<file path="config.mk">
export PLATFORM = sky130hd
export DESIGN_NAME = sha256_byte_stream_hasher_unit
export DESIGN_NICKNAME = d
export VERILOG_FILES = /design/src/hw/rtl/sha_pkg.sv /design/src/hw/rtl/sha256_byte_stream_hasher_unit.sv /design/src/hw/rtl/sha_ctrl.sv /design/src/hw/rtl/sha_dpath.sv
export SDC_FILE = /design/constraint.sdc
export NUM_CORES = 2
export LEC_CHECK = 0
export BUFFER_PORTS_ARGS = -buffer_cell sky130_fd_sc_hd__buf_2
export CAP_MARGIN = 20
export CORE_MARGIN = 10
export CORE_UTILIZATION = 35
export CTS_BUF_LIST = sky130_fd_sc_hd__clkbuf_8
export DETAILED_ROUTE_END_ITERATION = 7
export GPL_ROUTABILITY_DRIVEN = 1
export GPL_TIMING_DRIVEN = 0
export PLACE_DENSITY_LB_ADDON = 0.12
export SLEW_MARGIN = 20
export SYNTH_ARGS = -nofsm -noshare
export SYNTH_HDL_FRONTEND = slang
export SYNTH_SLANG_ARGS = --single-unit
</file>
<file path="constraint.sdc">
create_clock -name clk -period 12.55 [get_ports clk]
set_input_delay 0.6275 -clock clk [delete_from_list [all_inputs] [get_ports clk]]
set_output_delay 0.6275 -clock clk [all_outputs]
set_load 0.01 [all_outputs]
</file>
<file path="src/hw/rtl/sha_pkg.sv">
// ----------------------------------------------------------------------------
// SHA-256 hasher package
// Shared types, constants and round functions for the byte stream hasher.
// ----------------------------------------------------------------------------
package sha_pkg;

  typedef struct packed {
    logic [7:0] data_byte;
    logic       byte_present;
    logic       message_end;
  } sha_in_t;

  typedef struct packed {
    logic [31:0] digest_word;
    logic        digest_last;
  } sha_out_t;

  typedef enum logic [2:0] {
    ST_IDLE,
    ST_PAD,
    ST_LEN,
    ST_ROUND,
    ST_FOLD,
    ST_OUT
  } sha_state_t;

  // controller to datapath
  typedef struct packed {
    logic put_in;     // write input byte
    logic put_pad;    // write padding byte (0x80 first, then zeros)
    logic put_len;    // write length words, clear fill
    logic round_init; // load round vars from hash
    logic round_step; // run one round
    logic fold;       // add round vars into hash
    logic out_shift;  // move to next digest word
    logic restart;    // reset hash and length for next message
  } sha_cmd_t;

  // datapath to controller
  typedef struct packed {
    logic       pad_first; // next pad byte is 0x80
    logic [5:0] fill;
    logic       last_round;
    logic       out_last;
  } sha_stat_t;

  localparam logic [31:0] INIT_HASH [8] = '{
    32'h6a09e667, 32'hbb67ae85, 32'h3c6ef372, 32'ha54ff53a,
    32'h510e527f, 32'h9b05688c, 32'h1f83d9ab, 32'h5be0cd19};

  localparam logic [31:0] ROUND_K [64] = '{
    32'h428a2f98, 32'h71374491, 32'hb5c0fbcf, 32'he9b5dba5,
    32'h3956c25b, 32'h59f111f1, 32'h923f82a4, 32'hab1c5ed5,
    32'hd807aa98, 32'h12835b01, 32'h243185be, 32'h550c7dc3,
    32'h72be5d74, 32'h80deb1fe, 32'h9bdc06a7, 32'hc19bf174,
    32'he49b69c1, 32'hefbe4786, 32'h0fc19dc6, 32'h240ca1cc,
    32'h2de92c6f, 32'h4a7484aa, 32'h5cb0a9dc, 32'h76f988da,
    32'h983e5152, 32'ha831c66d, 32'hb00327c8, 32'hbf597fc7,
    32'hc6e00bf3, 32'hd5a79147, 32'h06ca6351, 32'h14292967,
    32'h27b70a85, 32'h2e1b2138, 32'h4d2c6dfc, 32'h53380d13,
    32'h650a7354, 32'h766a0abb, 32'h81c2c92e, 32'h92722c85,
    32'ha2bfe8a1, 32'ha81a664b, 32'hc24b8b70, 32'hc76c51a3,
    32'hd192e819, 32'hd6990624, 32'hf40e3585, 32'h106aa070,
    32'h19a4c116, 32'h1e376c08, 32'h2748774c, 32'h34b0bcb5,
    32'h391c0cb3, 32'h4ed8aa4a, 32'h5b9cca4f, 32'h682e6ff3,
    32'h748f82ee, 32'h78a5636f, 32'h84c87814, 32'h8cc70208,
    32'h90befffa, 32'ha4506ceb, 32'hbef9a3f7, 32'hc67178f2};

  localparam logic [5:0] LEN_FILL = 6'd56;

  function automatic logic [31:0] rotr(input logic [31:0] x, input int n);
    rotr = (x >> n) | (x << (32 - n));
  endfunction

  function automatic logic [31:0] sig0(input logic [31:0] x);
    sig0 = rotr(x, 7) ^ rotr(x, 18) ^ (x >> 3);
  endfunction

  function automatic logic [31:0] sig1(input logic [31:0] x);
    sig1 = rotr(x, 17) ^ rotr(x, 19) ^ (x >> 10);
  endfunction

endpackage

</file>
<file path="src/hw/rtl/sha256_byte_stream_hasher_unit.sv">
// ----------------------------------------------------------------------------
// SHA-256 byte stream hasher
// Top level: controller plus datapath.
// ----------------------------------------------------------------------------
// Usage:
//   in_*  : one request per message byte (byte_present) with message_end on
//           the final request; an end request may carry no byte.
//   out_* : eight digest word requests, H0 first, digest_last on H7.
// Sequence: a byte that does not complete a block is written and the block
//   stays ready. The 64th byte of a block starts 64 rounds of the single
//   round unit, then a fold into the hash. An end request pads one byte a
//   cycle up to byte 56, writes the length, runs 64 rounds and folds, then
//   offers the digest; a tail of 56 to 63 bytes adds one more block. The
//   compression loop runs one round per cycle and takes no input meanwhile.
// Reset: hash returns to the initial value, length and fill clear, the block
//   is idle and accepts a request.
// Stall: while the receiver holds out_ready low the digest word holds and no
//   input is taken; the hash is reset after the eighth word is taken.
// ----------------------------------------------------------------------------
module sha256_byte_stream_hasher_unit import sha_pkg::*; (
  input  logic     clk,
  input  logic     rst_n,
  input  logic     in_valid,
  output logic     in_ready,
  input  sha_in_t  in_data,
  output logic     out_valid,
  input  logic     out_ready,
  output sha_out_t out_data
);

  sha_cmd_t  cmd;
  sha_stat_t stat;

  sha_ctrl u_ctrl (
    .clk(clk), .rst_n(rst_n), .in_valid(in_valid), .in_ready(in_ready),
    .in_data(in_data), .out_valid(out_valid), .out_ready(out_ready),
    .cmd(cmd), .stat(stat));

  sha_dpath u_dpath (
    .clk(clk), .rst_n(rst_n), .in_data(in_data), .cmd(cmd), .stat(stat),
    .out_data(out_data));

endmodule

</file>
<file path="src/hw/rtl/sha_ctrl.sv">
// ----------------------------------------------------------------------------
// SHA-256 controller
// Sequences byte intake, padding, 64 rounds per block and digest output.
// ----------------------------------------------------------------------------
module sha_ctrl import sha_pkg::*; (
  input  logic      clk,
  input  logic      rst_n,
  input  logic      in_valid,
  output logic      in_ready,
  input  sha_in_t   in_data,
  output logic      out_valid,
  input  logic      out_ready,
  output sha_cmd_t  cmd,
  input  sha_stat_t stat
);

  sha_state_t state_r, state_nxt;
  logic       end_r, end_nxt;   // message end pending after current block
  logic       final_r, final_nxt; // block being compressed is the length block

  logic acc;
  assign acc = in_valid && in_ready;

  // next state
  always_comb begin
    state_nxt = state_r;
    end_nxt   = end_r;
    final_nxt = final_r;
    unique case (state_r)
      ST_IDLE: begin
        if (acc) begin
          end_nxt   = in_data.message_end;
          final_nxt = 1'b0;
          if (in_data.byte_present && stat.fill == 6'd63) state_nxt = ST_ROUND;
          else if (in_data.message_end) state_nxt = ST_PAD;
        end
      end
      ST_PAD: begin
        // 0x80 goes in first, then zeros up to the length slot
        if (stat.fill == LEN_FILL && !stat.pad_first) state_nxt = ST_LEN;
        else if (stat.fill == 6'd63) state_nxt = ST_ROUND;
      end
      ST_LEN: begin
        final_nxt = 1'b1;
        state_nxt = ST_ROUND;
      end
      ST_ROUND: begin
        if (stat.last_round) state_nxt = ST_FOLD;
      end
      ST_FOLD: begin
        if (final_r) state_nxt = ST_OUT;
        else if (end_r) state_nxt = ST_PAD;
        else state_nxt = ST_IDLE;
      end
      ST_OUT: begin
        if (out_ready && stat.out_last) state_nxt = ST_IDLE;
      end
      default: state_nxt = ST_IDLE;
    endcase
  end

  // outputs
  always_comb begin
    cmd       = '0;
    in_ready  = 1'b0;
    out_valid = 1'b0;
    unique case (state_r)
      ST_IDLE: begin
        in_ready   = 1'b1;
        cmd.put_in = acc && in_data.byte_present;
        cmd.round_init = acc && in_data.byte_present && stat.fill == 6'd63;
      end
      ST_PAD: begin
        cmd.put_pad    = stat.pad_first || stat.fill != LEN_FILL;
        cmd.round_init = stat.fill == 6'd63;
      end
      ST_LEN: begin
        cmd.put_len    = 1'b1;
        cmd.round_init = 1'b1;
      end
      ST_ROUND: cmd.round_step = 1'b1;
      ST_FOLD:  cmd.fold = 1'b1;
      ST_OUT: begin
        out_valid     = 1'b1;
        cmd.out_shift = out_ready;
        cmd.restart   = out_ready && stat.out_last;
      end
      default: ;
    endcase
  end

  always_ff @(posedge clk) begin
    if (!rst_n) begin
      state_r <= ST_IDLE;
      end_r   <= 1'b0;
      final_r <= 1'b0;
    end else begin
      state_r <= state_nxt;
      end_r   <= end_nxt;
      final_r <= final_nxt;
    end
  end

endmodule

</file>
<file path="src/hw/rtl/sha_dpath.sv">
// ----------------------------------------------------------------------------
// SHA-256 datapath
// Block buffer with rolling 16-word schedule, round unit, hash and length.
// ----------------------------------------------------------------------------
module sha_dpath import sha_pkg::*; (
  input  logic      clk,
  input  logic      rst_n,
  input  sha_in_t   in_data,
  input  sha_cmd_t  cmd,
  output sha_stat_t stat,
  output sha_out_t  out_data
);

  logic [31:0] hash_r [8];
  logic [31:0] hash_nxt [8];
  logic [31:0] v_r [8];
  logic [31:0] w_r [16];   // word 0 is the current schedule word
  logic [63:0] len_r;
  logic [5:0]  fill_r;
  logic [5:0]  rnd_r;
  logic [2:0]  oidx_r;
  logic        pad_first_r; // next pad byte is 0x80

  // byte write position
  logic [7:0]  wbyte;
  logic        wen;
  logic [3:0]  wpos;
  logic [1:0]  bpos;
  assign wen  = cmd.put_in || cmd.put_pad;
  assign wbyte = cmd.put_in ? in_data.data_byte : (pad_first_r ? 8'h80 : 8'h00);
  assign wpos = fill_r[5:2];
  assign bpos = fill_r[1:0];

  // round arithmetic
  logic [31:0] s1, ch, s0, mj, t1, t2, wnew;
  always_comb begin
    s1 = rotr(v_r[4], 6) ^ rotr(v_r[4], 11) ^ rotr(v_r[4], 25);
    ch = (v_r[4] & v_r[5]) ^ (~v_r[4] & v_r[6]);
    s0 = rotr(v_r[0], 2) ^ rotr(v_r[0], 13) ^ rotr(v_r[0], 22);
    mj = (v_r[0] & v_r[1]) ^ (v_r[0] & v_r[2]) ^ (v_r[1] & v_r[2]);
    t1 = v_r[7] + s1 + ch + ROUND_K[rnd_r] + w_r[0];
    t2 = s0 + mj;
    wnew = w_r[0] + sig0(w_r[1]) + w_r[9] + sig1(w_r[14]);
  end

  always_comb begin
    for (int i = 0; i < 8; i++) hash_nxt[i] = hash_r[i] + v_r[i];
  end

  // schedule buffer and round variables
  always_ff @(posedge clk) begin
    if (wen) begin
      if (bpos == 2'd0) w_r[wpos] <= {wbyte, 24'h0};
      else w_r[wpos] <= w_r[wpos] | ({24'h0, wbyte} << (5'd24 - {bpos, 3'b000}));
    end else if (cmd.put_len) begin
      w_r[14] <= len_r[63:32];
      w_r[15] <= len_r[31:0];
    end else if (cmd.round_step) begin
      for (int i = 0; i < 15; i++) w_r[i] <= w_r[i + 1];
      w_r[15] <= wnew;
    end
    if (cmd.round_init) begin
      for (int i = 0; i < 8; i++) v_r[i] <= hash_r[i];
    end else if (cmd.round_step) begin
      v_r[7] <= v_r[6]; v_r[6] <= v_r[5]; v_r[5] <= v_r[4];
      v_r[4] <= v_r[3] + t1;
      v_r[3] <= v_r[2]; v_r[2] <= v_r[1]; v_r[1] <= v_r[0];
      v_r[0] <= t1 + t2;
    end
  end

  // control state: hash, length, counters
  always_ff @(posedge clk) begin
    if (!rst_n) begin
      for (int i = 0; i < 8; i++) hash_r[i] <= INIT_HASH[i];
      len_r <= '0; fill_r <= '0; rnd_r <= '0; oidx_r <= '0; pad_first_r <= 1'b1;
    end else begin
      if (wen) fill_r <= fill_r + 6'd1;
      if (cmd.put_len) fill_r <= '0;
      if (cmd.put_in) len_r <= len_r + 64'd8;
      if (cmd.put_pad) pad_first_r <= 1'b0;
      if (cmd.round_step) rnd_r <= rnd_r + 6'd1;
      if (cmd.fold) begin
        for (int i = 0; i < 8; i++) hash_r[i] <= hash_nxt[i];
      end
      if (cmd.out_shift) oidx_r <= oidx_r + 3'd1;
      if (cmd.restart) begin
        for (int i = 0; i < 8; i++) hash_r[i] <= INIT_HASH[i];
        len_r <= '0; pad_first_r <= 1'b1;
      end
    end
  end

  assign stat.pad_first  = pad_first_r;
  assign stat.fill       = fill_r;
  assign stat.last_round = (rnd_r == 6'd63);
  assign stat.out_last   = (oidx_r == 3'd7);
  assign out_data.digest_word = hash_r[oidx_r];
  assign out_data.digest_last = (oidx_r == 3'd7);

endmodule

</file>
==> run_results.csv <==
group,metric,value,unit
worst_setup_path,cp.arrival,12.27,ns
clock_tree,clockRootBuffer,"clkbuf_8",
sta,setup_slack,0.981,ns
cells_and_area,stdcell_count,10856,
cells_and_area,finalNetCount,8418,
global_route,grt.overflow.total,0,
logic_synthesis,postSynthCellCount,7492,
sta,grt_setup_unrepaired,"no",
logic_synthesis,synth_top_area_frac,0.350,
sta,max_freq,86.4,MHz
sta,worst_pin_slew,1.21,ns
floorplan,dieArea,239000,µm²
worst_setup_path,cpPeakStageDelay,0.65,ns
logic_synthesis,yosysTopAreaCell,"edfxtp_1",
worst_setup_path,cp_max_fo,11,
logic_synthesis,synth_enable_flop_cells,896,
worst_setup_path,cpMostUsedCell,"inv_1",
sta,setup_viol_count_final,0,
sta,hold_violations,0,
routing,dr.pass1.iters,7,
clock_tree,cts_made_buffers,210,
routing,vias,64231,
floorplan,row_count,171,
sta,min_period_over_period,0.922,
worst_hold_path,hold_end,"u_ctrl.state_r[1]",
logic_synthesis,syn_area,76900,µm²
placed_design,place_congestion,0.997,
outcome,run_status,"completed",
placed_design,port_buffers,48,
logic_synthesis,synth_area_leaders,"edfxtp_1 (35%), mux4_2 (6.7%), ha_1 (6.5%)",
sta,slew_viol_final,0,
worst_hold_path,hp-start,"in_data[1]",
placed_design,dp.cells,10448,
worst_setup_path,reg2regPathDepth,36,
worst_setup_path,regToRegSetupSlack,0.98,ns
clock_tree,cts.clk_slew.worst_paths,0.06,ns
routing,wl,360,mm
worst_setup_path,critPathRequiredTime,13.25,ns
routing,via_per_inst,5.92,
sta,fin_tns_setup,0,ns
worst_setup_path,worst-setup-path-type,"reg -> reg",
floorplan,io_pins,49,
clock_tree,cts_tree,"done",
floorplan,die_h,489,µm
clock_tree,clkSinkCount,1113,
worst_hold_path,min_path_cells,4,
job,drv_cap,0,
worst_setup_path,critPathLaunchType,"register",
pwr,finalPower,15900,µW
logic_synthesis,async_flop_share,0,
logic_synthesis,ys_types,92,
routing,drt-wirelength-per-cell,33.2,µm
floorplan,start_util,0.353,
cells_and_area,syn_to_final_growth,12.4,%
global_route,grt_pass1_vias,62713,
worst_setup_path,setup.worst_path.end_class,"register",
pwr,powerDensity,184,nW/µm²
logic_synthesis,syn_area_per_cell,10.3,µm²
logic_synthesis,ys_warn_count,0,
clock_tree,clk_path_buf_depth,3,
floorplan,design.core.area,218000,µm²
sta,skew,0.0573,ns
routing,antenna_left,0,
logic_synthesis,syn_nets,8099,
logic_synthesis,synth-seq-cells,1113,
placed_design,placement.setup.worst_slack,1.23,ns
logic_synthesis,ys.flop_type,"edfxtp_1",
placed_design,place_hpwl,285,mm
pwr,ir_worst_vdd,0.284,mV
global_route,grt_pass1_wl,496,mm
cells_and_area,drive_gt1_frac,0.0963,
routing,drc_errors,0,
worst_setup_path,cp_slowest_cell,"clkbuf_1",
global_route,grt_max_degree,50,
logic_synthesis,synth-seq-area-share,0.406,
routing,drt_iter0_markers,6907,
worst_hold_path,worstHoldPathType,"in -> reg",
worst_setup_path,r2r_start,"u_dpath.rnd_r[1]",
worst_setup_path,r2r_end,"u_dpath.v_r[0][29]",
clock_tree,clk_latency,1.03,ns
sta,slew_headroom,0.195,
sta,layout_min_cycle_time,11.57,ns
floorplan,dieWidth,489,µm
clock_tree,htreeDepth,4,
pwr,p_leak,0.0357,µW
global_route,grt_use_total,0.294,
global_route,antenna_found_initial,23,
cell type report:
type                            instances  area [µm²]
Antenna cell                           17        42.5
Buffer                                415        1650
Clock buffer                          226        3110
Clock inverter                        160         883
Fill cell                           21744      131000
Inverter                              367        1380
Multi-Input combinational cell       5597       42900
Sequential cell                      1113       31300
Tap cell                             2854        3570
Timing Repair Buffer                  107        1620
state kept, by name (all words and copies together) (netlist names), 3 cells and up, named ones only:
name	count
u_dpath.v_r	256
u_dpath.rnd_r	6
u_dpath.oidx_r	3
u_dpath.w_r	512
u_ctrl.state_r	3
u_dpath.fill_r	6
u_dpath.hash_r	256
u_dpath.len_r	61
how the worst max path moves through the flow:
stage	start	to	slack [ns]	depth (start not counted)
after floorplan	u_dpath.fill_r[0]	u_dpath.v_r[0][0]	0.1	5
after global placement	u_dpath.fill_r[0]	u_dpath.v_r[2][29]	-8.37	5
after detailed placement	u_dpath.rnd_r[1]	u_dpath.v_r[0][29]	1.23	36
after CTS	u_dpath.rnd_r[1]	u_dpath.v_r[0][29]	1.19	36
after global routing	u_dpath.rnd_r[1]	u_dpath.v_r[0][29]	0.60	38
final	u_dpath.rnd_r[1]	u_dpath.v_r[0][29]	0.98	36
synthesized netlist by cell type, drive strengths merged, types with 217 or more instances:
cell / n
clkbuf: 359
o21ai: 437
mux4: 230
nor2: 399
dfxtp: 217
xnor2: 376
edfxtp: 896
ha: 398
xor2: 240
nand2: 1058
a21oi: 459
a21o: 636
inv: 364
metal layers:
layer / part of all wire / GRT usage / routed length (µm) / vias up
li1: - / - / - / 27948
met1: 0.39 / 0.362 / 141000 / 32403
met2: 0.46 / 0.480 / 167000 / 3074
met3: 0.072 / 0.0534 / 26000 / 794
met4: 0.073 / 0.177 / 26400 / 12
met5: 0.00021 / 0 / 75 / -
logic make-up after synthesis:
group,after synthesis,share of synthesized area
buf+inv,782,0.0384
compound gates,2058,0.173
xor+xnor,616,0.0702
simple gates,1978,0.113
fa+ha+maj,596,0.116
flops,1113,0.406
mux,349,0.0835
stage by stage:
stage	cell area [µm²]	utilization	hold slack (ns)
floorplan	76900	-	0.433
global placement	80700	0.371	0.466
detailed placement	82300	0.378	0.474
CTS	86300	0.396	0.0664
global route	86400	0.397	0.148
finish	86500	0.397	0.137
placed cells by master (no fill, tap or decap), types with 240 or more instances in the layout:
master / Yosys / routed
nor2_1: 396 / 394
xnor2_1: 376 / 372
clkbuf_1: 357 / 311
inv_1: 364 / 441
a21o_1: 636 / 636
xor2_1: 240 / 240
o21ai_0: 425 / 408
ha_1: 398 / 398
edfxtp_1: 896 / 896
a21oi_1: 459 / 459
nand2_1: 1058 / 1058
where the power goes:
part           leakage (µW)  switching (µW)  total (µW)  internal [µW]
clock               0.00234            1790        3560           1770
combinational        0.0236            4820        8020           3200
sequential          0.00972             213        4350           4140
worst max-delay path: cells and delay by family, from the launching register on:
| kind | cells | cell delay, ns |
|---|---|---|
| AO/OA/AOI/OAI | 14 | 3.20 |
| XOR/XNOR | 2 | 0.42 |
| adder cells (fa/ha/maj) | 7 | 3.18 |
| buffers and inverters | 9 | 2.59 |
| flip-flops | 1 | 0.56 |
| AND/OR/NAND/NOR | 4 | 1.33 |
repair_timing:
action / 4_1_cts / 5_1_grt
endpoints found under the hold margin: 5 / 0
endpoints found under the setup margin: 0 / 0
setup buffers: 0 / 0
resized for setup: 0 / 0
hold buffers: 3 / 0
Note: power is estimated with default switching activity, not from simulation.
